`src/hw/rtl/spq_pkg.sv`:
```
// ============================================================================
// spq_pkg
// Shared types and constants for the sorted priority queue.
// ============================================================================
package spq_pkg;

    localparam int DEF_QUEUE_DEPTH = 256;
    localparam int DEF_FREQ_BITS   = 24;

    localparam int SYM_W   = 8;
    localparam int TAG_W   = 9;
    localparam int COUNT_W = 9;
    localparam int STAT_W  = 2;

    localparam logic KIND_INSERT = 1'b0;
    localparam logic KIND_POP    = 1'b1;

    localparam logic [STAT_W-1:0] STATUS_OK    = 2'd0;
    localparam logic [STAT_W-1:0] STATUS_FULL  = 2'd1;
    localparam logic [STAT_W-1:0] STATUS_EMPTY = 2'd2;

    typedef struct packed {
        logic ins;
        logic pop;
    } t_cell_ctrl;

endpackage

```
`src/hw/rtl/spq_cell.sv`:
```
// ============================================================================
// spq_cell
// One slot of the sorted chain: holds an entry, compares it with the new key
// and shifts right on insert or left on pop.
// ============================================================================
module spq_cell #(
    parameter int INDEX       = 0,
    parameter int QUEUE_DEPTH = spq_pkg::DEF_QUEUE_DEPTH,
    parameter int FREQ_BITS   = spq_pkg::DEF_FREQ_BITS
) (
    input  logic                               i_clk,
    input  spq_pkg::t_cell_ctrl                i_ctrl,
    input  logic [$clog2(QUEUE_DEPTH+1)-1:0]   i_count,
    input  logic [FREQ_BITS-1:0]               i_new_freq,
    input  logic [spq_pkg::SYM_W-1:0]          i_new_symbol,
    input  logic [spq_pkg::TAG_W-1:0]          i_new_tag,
    input  logic                               i_left_after,
    input  logic [FREQ_BITS-1:0]               i_left_freq,
    input  logic [spq_pkg::SYM_W-1:0]          i_left_symbol,
    input  logic [spq_pkg::TAG_W-1:0]          i_left_tag,
    input  logic [FREQ_BITS-1:0]               i_right_freq,
    input  logic [spq_pkg::SYM_W-1:0]          i_right_symbol,
    input  logic [spq_pkg::TAG_W-1:0]          i_right_tag,
    output logic                               o_after,
    output logic [FREQ_BITS-1:0]               o_freq,
    output logic [spq_pkg::SYM_W-1:0]          o_symbol,
    output logic [spq_pkg::TAG_W-1:0]          o_tag
);
    import spq_pkg::*;

    localparam int CNT_W = $clog2(QUEUE_DEPTH + 1);

    logic [FREQ_BITS-1:0] r_freq;
    logic [SYM_W-1:0]     r_symbol;
    logic [TAG_W-1:0]     r_tag;
    logic                 w_occupied;
    logic                 w_key_after;

    assign w_occupied  = i_count > CNT_W'(INDEX);
    assign w_key_after = (r_freq != i_new_freq) ? (r_freq > i_new_freq)
                                                : (r_symbol > i_new_symbol);
    // free slots count as "after" so the new entry lands at the tail
    assign o_after  = !w_occupied || w_key_after;
    assign o_freq   = r_freq;
    assign o_symbol = r_symbol;
    assign o_tag    = r_tag;

    always_ff @(posedge i_clk) begin
        if (i_ctrl.ins && o_after) begin
            if (i_left_after) begin
                r_freq   <= i_left_freq;
                r_symbol <= i_left_symbol;
                r_tag    <= i_left_tag;
            end else begin
                r_freq   <= i_new_freq;
                r_symbol <= i_new_symbol;
                r_tag    <= i_new_tag;
            end
        end else if (i_ctrl.pop) begin
            r_freq   <= i_right_freq;
            r_symbol <= i_right_symbol;
            r_tag    <= i_right_tag;
        end
    end

endmodule

```
`config.mk`:
```
export PLATFORM = sky130hd
export DESIGN_NAME = spq_cell
export DESIGN_NICKNAME = d
export VERILOG_FILES = /design/src/hw/rtl/spq_pkg.sv /design/src/hw/rtl/spq_cell.sv
export SDC_FILE = /design/constraint.sdc
export NUM_CORES = 1
export LEC_CHECK = 0
export BUFFER_PORTS_ARGS = -buffer_cell sky130_fd_sc_hd__buf_2
export CAP_MARGIN = 20
export CORE_AREA = 2 2 92 94
export DETAILED_ROUTE_END_ITERATION = 6
export DIE_AREA = 0 0 94 96
export PLACE_DENSITY_LB_ADDON = 0.12
export REMOVE_ABC_BUFFERS = 1
export SLEW_MARGIN = 5
export SYNTH_ARGS = -nofsm -noshare
export SYNTH_HDL_FRONTEND = slang
export SYNTH_SLANG_ARGS = --single-unit
```
`constraint.sdc`:
```
create_clock -name i_clk -period 3.2 [get_ports i_clk]
set_clock_uncertainty 0.15 [all_clocks]
set_input_delay 0.16 -clock i_clk [delete_from_list [all_inputs] [get_ports i_clk]]
set_output_delay 0.16 -clock i_clk [all_outputs]
set_load 0.05 [all_outputs]
```
# Word-level counts from Yosys, hierarchy flattened
# Cells that the tools add are included.
[classes]
reduce_logical = 4
order_cmp = 3
mux = 10
eq_ne = 1
[ops]
columns = ["operator", "count"]
rows = [
  ["two-way mux 24 bit", 3],
  ["two-way mux 9 bit", 3],
  ["greater-than comparator 24 bit", 1],
  ["two-way mux 8 bit", 3],
  ["!= test 24 bit", 1],
  ["greater-than comparator 9 x 1 -> 1 bit (second input constant)", 1],
  ["greater-than comparator 8 bit", 1],
  ["nonzero test 2 bit", 1],
  ["logical AND 1 bit", 1],
  ["zero test 1 bit", 1],
  ["logical OR 1 bit", 1],
  ["two-way mux 1 bit", 1],
]
[totals]
reg_bits = 41
input_bits = 136
out_inout_bits = 42

# Longest topological paths before layout
# Gate-level depths: netlist (run 1).
[depth]
depth_word = 5
ltp_mapped = 9
mapped_depth_nobuf = 8

# Worst setup path before layout (run 1)
# OpenSTA, ideal clock, no wires.
[synth_path]
kind = "register to register"
from = "register r_freq[21] (netlist: o_freq[21])"
to = "register r_freq[0] (netlist: o_freq[0]) (enable)"
slack_ps = -198
period_less_slack_ps = 3398
n_path_buf = 1
arrival_ps = 2868
setup_time_ps = 380
stages_incl_launch_ff = 9
t_required_ps = 2670
path_cell_list = "edfxtp_1 > ha_1 > nand4_4 > nor4_4 > o211ai_1 > o2bb2ai_2 > a31oi_4 > buf_12 > or2_2"
[synth_between]
elab_chain_cells = 5
[synth_rtl]
columns = ["item", "line_no", "text"]
rows = [
  ["from (decl)", "spq_cell.sv:33", "logic [FREQ_BITS-1:0] r_freq;"],
  ["from (signal assigned)", "spq_cell.sv:51", "r_freq <= i_left_freq;"],
  ["from (signal assigned)", "spq_cell.sv:55", "r_freq <= i_new_freq;"],
  ["from (signal assigned)", "spq_cell.sv:60", "r_freq <= i_right_freq;"],
  ["greater-than comparator 24 bit or != test 24 bit (tied branches)", "spq_cell.sv:40", "assign w_key_after = (r_freq != i_new_freq) ? (r_freq > i_new_freq)"],
  ["two-way mux 1 bit *", "spq_cell.sv:40", ""],
  ["logical OR 1 bit *", "spq_cell.sv:43", "assign o_after = !w_occupied || w_key_after;"],
  ["logical AND 1 bit *", "spq_cell.sv:49", "if (i_ctrl.ins && o_after) begin"],
  ["nonzero test 2 bit (no line) *", "--", ""],
]
# Mark *: on every way between the ends. The rest lies on a longest branch, timed or not.
# A chain may end at the register's enable or synchronous reset.

# Worst setup path in the final report (run 1)
[layout_path]
from = "register r_freq[19] (netlist: o_freq[19])"
to = "register r_symbol[7] (netlist: o_symbol[7]) (data pin)"
[layout_between]
elab_chain_cells = 5
[layout_rtl]
columns = ["item", "line_no", "text"]
rows = [
  ["greater-than comparator 24 bit or != test 24 bit (tied branches)", "spq_cell.sv:40", ""],
  ["two-way mux 1 bit *", "spq_cell.sv:40", ""],
  ["logical OR 1 bit *", "spq_cell.sv:43", ""],
  ["logical AND 1 bit *", "spq_cell.sv:49", ""],
  ["two-way mux 8 bit *", "spq_cell.sv:49", ""],
  ["to (signal assigned)", "spq_cell.sv:52", "r_symbol <= i_left_symbol;"],
  ["to (signal assigned)", "spq_cell.sv:56", "r_symbol <= i_new_symbol;"],
  ["to (signal assigned)", "spq_cell.sv:61", "r_symbol <= i_right_symbol;"],
  ["to (decl)", "spq_cell.sv:34", "logic [SYM_W-1:0] r_symbol;"],
]
# Marks and branches as above.

==> results of run 1 <==
==> cells by family (layout without fill, tap and decap cells) <==
| logic type | count (synthesis) | in the layout | share of synthesized area |
|---|---|---|---|
| and+or+nand+nor | 57 | 57 | 0.0898 |
| buffers and inverters | 45 | 231 | 0.0721 |
| muxes | 52 | 52 | 0.225 |
| AOI/OAI and AO/OA | 57 | 57 | 0.110 |
| DFF | 41 | 41 | 0.379 |
| adders and majority gates | 32 | 32 | 0.123 |
==> timing repair <==
item	4_1_cts	5_1_grt
buffers inserted	0	0
hold buffers	3	5
hold endpoints to repair	3	5
==> registers in the layout, indices dropped and copies added (netlist names) <==
name      flops
o_tag         9
o_freq       24
o_symbol      8
==> cell usage after synthesis, types with 4 or more instances <==
library cell,number
ha_1,32
nand2_1,34
a21oi_1,13
inv_1,33
o211ai_1,4
mux2_2,13
edfxtp_1,41
mux2_4,39
clkbuf_1,8
buf_12,4
nand4_1,6
o21ai_0,31
nand3_1,6
==> stage by stage <==
stage | setup slack, ns | setup TNS, ns | util | instance area [um^2]
after floorplan | -1.01 | -61.28 | - | 3140
after global placement | 0.334 | 0 | 0.524 | 4220
after detailed placement | 0.258 | 0 | 0.524 | 4220
after CTS | 0.251 | 0 | 0.544 | 4380
after global routing | 0.115 | 0 | 0.550 | 4430
final | 0.295 | 0 | 0.550 | 4430
==> worst register-to-register path, delay by kind of cell (launching register included) <==
kind / cells / cell delay [ns]
adder cells (fa/ha/maj): 1 / 0.34
AND/OR/NAND/NOR: 2 / 0.52
multiplexers: 1 / 0.38
buffers and inverters: 1 / 0.35
flip-flops: 1 / 0.39
AO/OA/AOI/OAI: 3 / 0.53
==> final timing paths <==
kind,start,to,slack [ns]
worst max-delay path,o_freq[19]$_DFFE_PP_,o_symbol[7]$_DFFE_PP_,0.30
worst min-delay path,i_right_freq[0],o_freq[0]$_DFFE_PP_,0.008
worst max register to register,o_freq[19]$_DFFE_PP_,o_symbol[7]$_DFFE_PP_,0.30
worst min register to register,o_freq[23]$_DFFE_PP_,o_freq[2]$_DFFE_PP_,1.24
==> layer usage <==
layer,GRT usage,share of wire,vias to the layer above
met2,0.301,0.49,130
li1,-,-,1400
met4,0.0471,0.010,0
met5,0,0,-
met1,0.212,0.40,1259
met3,0.0525,0.10,6
==> report_power, final <==
part           switching [mW]  leakage [nW]  internal, mW  total (mW)
Combinational           0.500          1.74         0.318       0.818
Clock                   0.190        0.0681         0.310       0.500
Sequential             0.0311         0.409         0.684       0.715
==> final cells by class <==
class	instances	area, um^2	share of cell area
multi-input cells	198	1780	0.402
flip-flops and latches	41	1230	0.278
repair buffers	190	1030	0.232
well taps	105	131	0.0297
inverters	33	124	0.0280
clock buffers	5	68.8	0.0155
clock inverters	3	65.1	0.0147
==> flow_metrics.env, run 1 <==
export IMPL_slew_headroom=0.511
export IMPL_synth_cells=284
export IMPL_synth_cell_types=29
export IMPL_hold_viol_final=0
export IMPL_grtUsageTotal=0.174
export IMPL_finalCritPeriodShare=0.908
export IMPL_die_w_um=94
export IMPL_ioPinCount=178
export IMPL_finalSetupViolCount=0
export IMPL_wl_per_cell_um=14.1
export IMPL_coreArea_um2=8050
export IMPL_ys_ff_latch=41
export IMPL_fmax_mhz=344
export IMPL_htree_levels=2
export IMPL_cp_max_fo=17
export IMPL_clkTransAtPathRegs_ns=0.09
export IMPL_cp_depth=8
export IMPL_final_common_cell="buf_2"
export IMPL_dp_hpwl_um=6540
export IMPL_drtAntennaViolNets=0
export IMPL_cts_sinks=41
export IMPL_grt_overflow=0
export IMPL_cap_violations=0
export IMPL_yosys_top_cells_area="edfxtp_1 (38%), mux2_4 (18%), ha_1 (12%)"
export IMPL_wirelength_um=8110
export IMPL_yosysWarningCount=0
export IMPL_rsz0062_at_grt="no"
export IMPL_drv_slew=0
export IMPL_path_cells="ha_1 > nand4_2 > nor4_4 > o211ai_1 > o2bb2ai_2 > a31oi_4 > buf_4 > mux2_2"
export IMPL_status="finished, final reports clean"
export IMPL_start_util=0.403
export IMPL_fin_worst_hold_slack_ns=0.00806
export IMPL_worst_slew_pin_slew_ns=0.733
export IMPL_cts_tree="done"
export IMPL_cts_resized=0
export IMPL_num_nets_final=637
export IMPL_root_buffer="clkbuf_8"
export IMPL_die_y_um=96
export IMPL_worstSetupStartpointType="flop"
export IMPL_drive_gt1_frac=0.532
export IMPL_ir_drop_v=0.000251
export IMPL_die_area_um2=9020
export IMPL_hp_class="input pin to flop"
export IMPL_fin_cells=575
export IMPL_drtIter0Drc=62
export IMPL_yosysTopAreaCell="edfxtp_1"
export IMPL_syn_avg_cell_area_um2=11.4
export IMPL_syn_area_um2=3250
export IMPL_critPathKind="flop to flop"
export IMPL_mostFrequentLayoutCells="buf_2 (177), edfxtp_1 (41), mux2_4 (39)"
export IMPL_antenna_cells=0
export IMPL_area_growth_pct=36.5
export IMPL_crit_required_ns=3.11
export IMPL_cp_top_family="compound AO/OA/AOI/OAI gates"
export IMPL_crit_buf_inv=1
export IMPL_cts_made_buffers=5
export IMPL_min_period_ns=2.90
export IMPL_synth_ff_type="edfxtp_1"
export IMPL_ys_async_sr_fraction=0
export IMPL_clock_latency_ns=0.30
export IMPL_slowest_stage="edfxtp_1"
export IMPL_whs_path_depth=2
export IMPL_clk_path_buf_depth=2
export IMPL_dp_cells=559
export IMPL_fillers=733
export IMPL_synth_seq_area_share=0.379
export IMPL_grt_pass1_wl_um=12100
export IMPL_slowest_delay_ns=0.39
export IMPL_io_buffers=177
export IMPL_grt_antenna_before_repair=0
export IMPL_ff2ff_path_depth=8
export IMPL_cp_arrival_ns=2.81
export IMPL_synth_edf_count=41
export IMPL_fin_total_pwr_mw=2.03
export IMPL_rows=33
export IMPL_p_per_area_nw_per_um2=459
export IMPL_p_leak_nw=2.22
export IMPL_place_congestion=0.706
export IMPL_endpoint_kind="flop"
export IMPL_first_global_vias=2575
export IMPL_synth_top_area_share=0.379
export IMPL_dr_total_vias=2795
export IMPL_first_pass_iters=4
export IMPL_grt_max_degree=41
export IMPL_via_per_inst=4.86
export IMPL_drc=0
(Power assumes the default switching activity.)
==> run 2: changes to the inputs <==
--- a/config.mk
+++ b/config.mk
@@ -7,9 +7,9 @@
 export LEC_CHECK = 0
 export BUFFER_PORTS_ARGS = -buffer_cell sky130_fd_sc_hd__buf_2
 export CAP_MARGIN = 20
-export CORE_AREA = 2 2 92 94
+export CORE_AREA = 2 2 97 90
 export DETAILED_ROUTE_END_ITERATION = 6
-export DIE_AREA = 0 0 94 96
+export DIE_AREA = 0 0 99 92
 export PLACE_DENSITY_LB_ADDON = 0.12
 export REMOVE_ABC_BUFFERS = 1
 export SLEW_MARGIN = 5
==> flow_metrics.env, run 2 (synthesized netlist as in run 1, its figures left out) <==
export IMPL_cts_sinks=41
export IMPL_ff2ff_setup_slack_ns=0.26
export IMPL_final_common_cell="buf_2"
export IMPL_finalSetupViolCount=0
export IMPL_cts_tree="done"
export IMPL_cp_top_family="simple AND/OR/NAND/NOR gates"
export IMPL_cp_depth=9
export IMPL_hp_class="input pin to flop"
export IMPL_mostFrequentLayoutCells="buf_2 (177), edfxtp_1 (41), mux2_4 (39)"
export IMPL_fin_total_pwr_mw=2.02
export IMPL_endpoint_kind="flop"
export IMPL_whs_path_depth=2
export IMPL_slew_headroom=0.458
export IMPL_place_congestion=0.828
export IMPL_worstSetupStartpointType="flop"
export IMPL_placed_area_um2=4200
export IMPL_place_ws_ns=0.196
export IMPL_drtAntennaViolNets=0
export IMPL_power_frac_seq=0.354
export IMPL_coreArea_um2=8210
export IMPL_path_cells="ha_1 > nand4_1 > nor4_4 > o211ai_1 > o2bb2ai_2 > a31oi_4 > buf_4 > or2_2 > buf_4"
export IMPL_worst_slew_pin_slew_ns=0.813
export IMPL_holdCritStartpoint="i_right_symbol[0]"
export IMPL_cap_violations=0
export IMPL_htree_levels=2
export IMPL_crit_reg2reg_launch="o_freq[15]$_DFFE_PP_"
export IMPL_pwr_share_clk=0.247
export IMPL_dp_cells=557
export IMPL_fin_cells=565
export IMPL_worstReg2RegEnd="o_symbol[3]$_DFFE_PP_"
export IMPL_io_buffers=177
export IMPL_rows=32
export IMPL_die_y_um=92
export IMPL_fillers=781
export IMPL_ir_drop_v=0.000192
export IMPL_dr_total_vias=2689
export IMPL_clk_path_buf_depth=2
export IMPL_cp_arrival_ns=2.78
export IMPL_largest_reg_flops=24
export IMPL_ioPinCount=178
export IMPL_hold_viol_final=0
export IMPL_p_leak_nw=2.19
export IMPL_finalCritPeriodShare=0.920
export IMPL_grtUsageTotal=0.176
export IMPL_crit_buf_inv=2
export IMPL_clock_latency_ns=0.29
export IMPL_first_pass_iters=4
export IMPL_p_per_area_nw_per_um2=466
export IMPL_clkTransAtPathRegs_ns=0.08
export IMPL_power_switching_mw=0.716
export IMPL_cpMostUsedCell="buf_4"
export IMPL_fin_area_um2=4330
export IMPL_area_growth_pct=33.4
export IMPL_slowest_delay_ns=0.42
export IMPL_ff2ff_path_depth=9
export IMPL_first_global_vias=2690
export IMPL_die_w_um=99
export IMPL_die_area_um2=9110
export IMPL_drv_slew=0
export IMPL_grt_overflow=0
export IMPL_setup_slack_ns=0.255
export IMPL_dp_hpwl_um=6620
export IMPL_num_nets_final=630
export IMPL_min_period_ns=2.94
export IMPL_rsz0062_at_grt="no"
export IMPL_holdPathEnd="o_symbol[0]$_DFFE_PP_"
export IMPL_p_comb_frac=0.399
export IMPL_switching_share=0.355
export IMPL_drtIter0Drc=77
export IMPL_cts_made_buffers=5
export IMPL_multi_input_area_um2=1780
export IMPL_area_sequential_um2=1230
export IMPL_status="finished, final reports clean"
export IMPL_fmax_mhz=340
export IMPL_grt_antenna_before_repair=0
export IMPL_critPathKind="flop to flop"
export IMPL_wirelength_um=7960
export IMPL_antenna_cells=0
export IMPL_cp_max_fo=17
export IMPL_intPower_mw=1.30
export IMPL_slowest_stage="edfxtp_1"
export IMPL_root_buffer="clkbuf_8"
export IMPL_start_util=0.396
export IMPL_drc=0
export IMPL_via_per_inst=4.76
export IMPL_drive_gt1_frac=0.542
export IMPL_grt_max_degree=51
export IMPL_wl_per_cell_um=14.1
export IMPL_crit_required_ns=3.04
export IMPL_grt_pass1_wl_um=12900
## run 2: worst max-delay path by stage
stage | slack [ns] | end | startpoint
finish | 0.26 | o_symbol[3]$_DFFE_PP_ | o_freq[15]$_DFFE_PP_
global route | 0.07 | o_freq[9]$_DFFE_PP_ | o_freq[15]$_DFFE_PP_
CTS | 0.18 | o_freq[5]$_DFFE_PP_ | o_freq[15]$_DFFE_PP_
detailed placement | 0.20 | o_freq[6]$_DFFE_PP_ | o_freq[19]$_DFFE_PP_
global placement | 0.32 | o_freq[6]$_DFFE_PP_ | o_freq[22]$_DFFE_PP_
floorplan | -1.01 | o_freq[0]$_DFFE_PP_ | o_freq[21]$_DFFE_PP_
## run 2: layout make-up
cell class / instances / share of cell area
multi-input cells: 198 / 0.411
flip-flops and latches: 41 / 0.284
repair buffers: 183 / 0.216
well taps: 102 / 0.0295
inverters: 33 / 0.0286
clock buffers: 5 / 0.0159
clock inverters: 3 / 0.0150
## run 2: metal layers
metal  share of wire  global-route usage
met1            0.46               0.247
met2            0.45               0.275
met3           0.089              0.0488
met4          0.0050              0.0342
met5               0                   0
## run 2: repair_timing
item	in CTS	in global routing
buffers inserted	0	0
hold buffers	0	0
endpoints found under the setup margin	0	5
gates resized for setup	0	1
## run 2: power by group through the flow
stage | Combinational, mW | Clock [mW] | Sequential [mW]
finish | 0.805 | 0.499 | 0.715
global route | 0.875 | 0.532 | 0.725
CTS | 0.815 | 0.510 | 0.717
detailed placement | 0.812 | 0 | 0.728
global placement | 0.807 | 0 | 0.724
floorplan | 0.339 | 0 | 0.966
## run 2: per-stage QoR
stage | hold slack (ns) | TNS, ns | util
2_1_floorplan | 0.228 | -61.28 | -
3_3_place_gp | 0.312 | 0 | 0.511
3_5_place_dp | 0.315 | 0 | 0.511
4_1_cts | 0.00414 | 0 | 0.527
5_1_grt | 0.000123 | 0 | 0.528
6_report | 0.0130 | 0 | 0.528
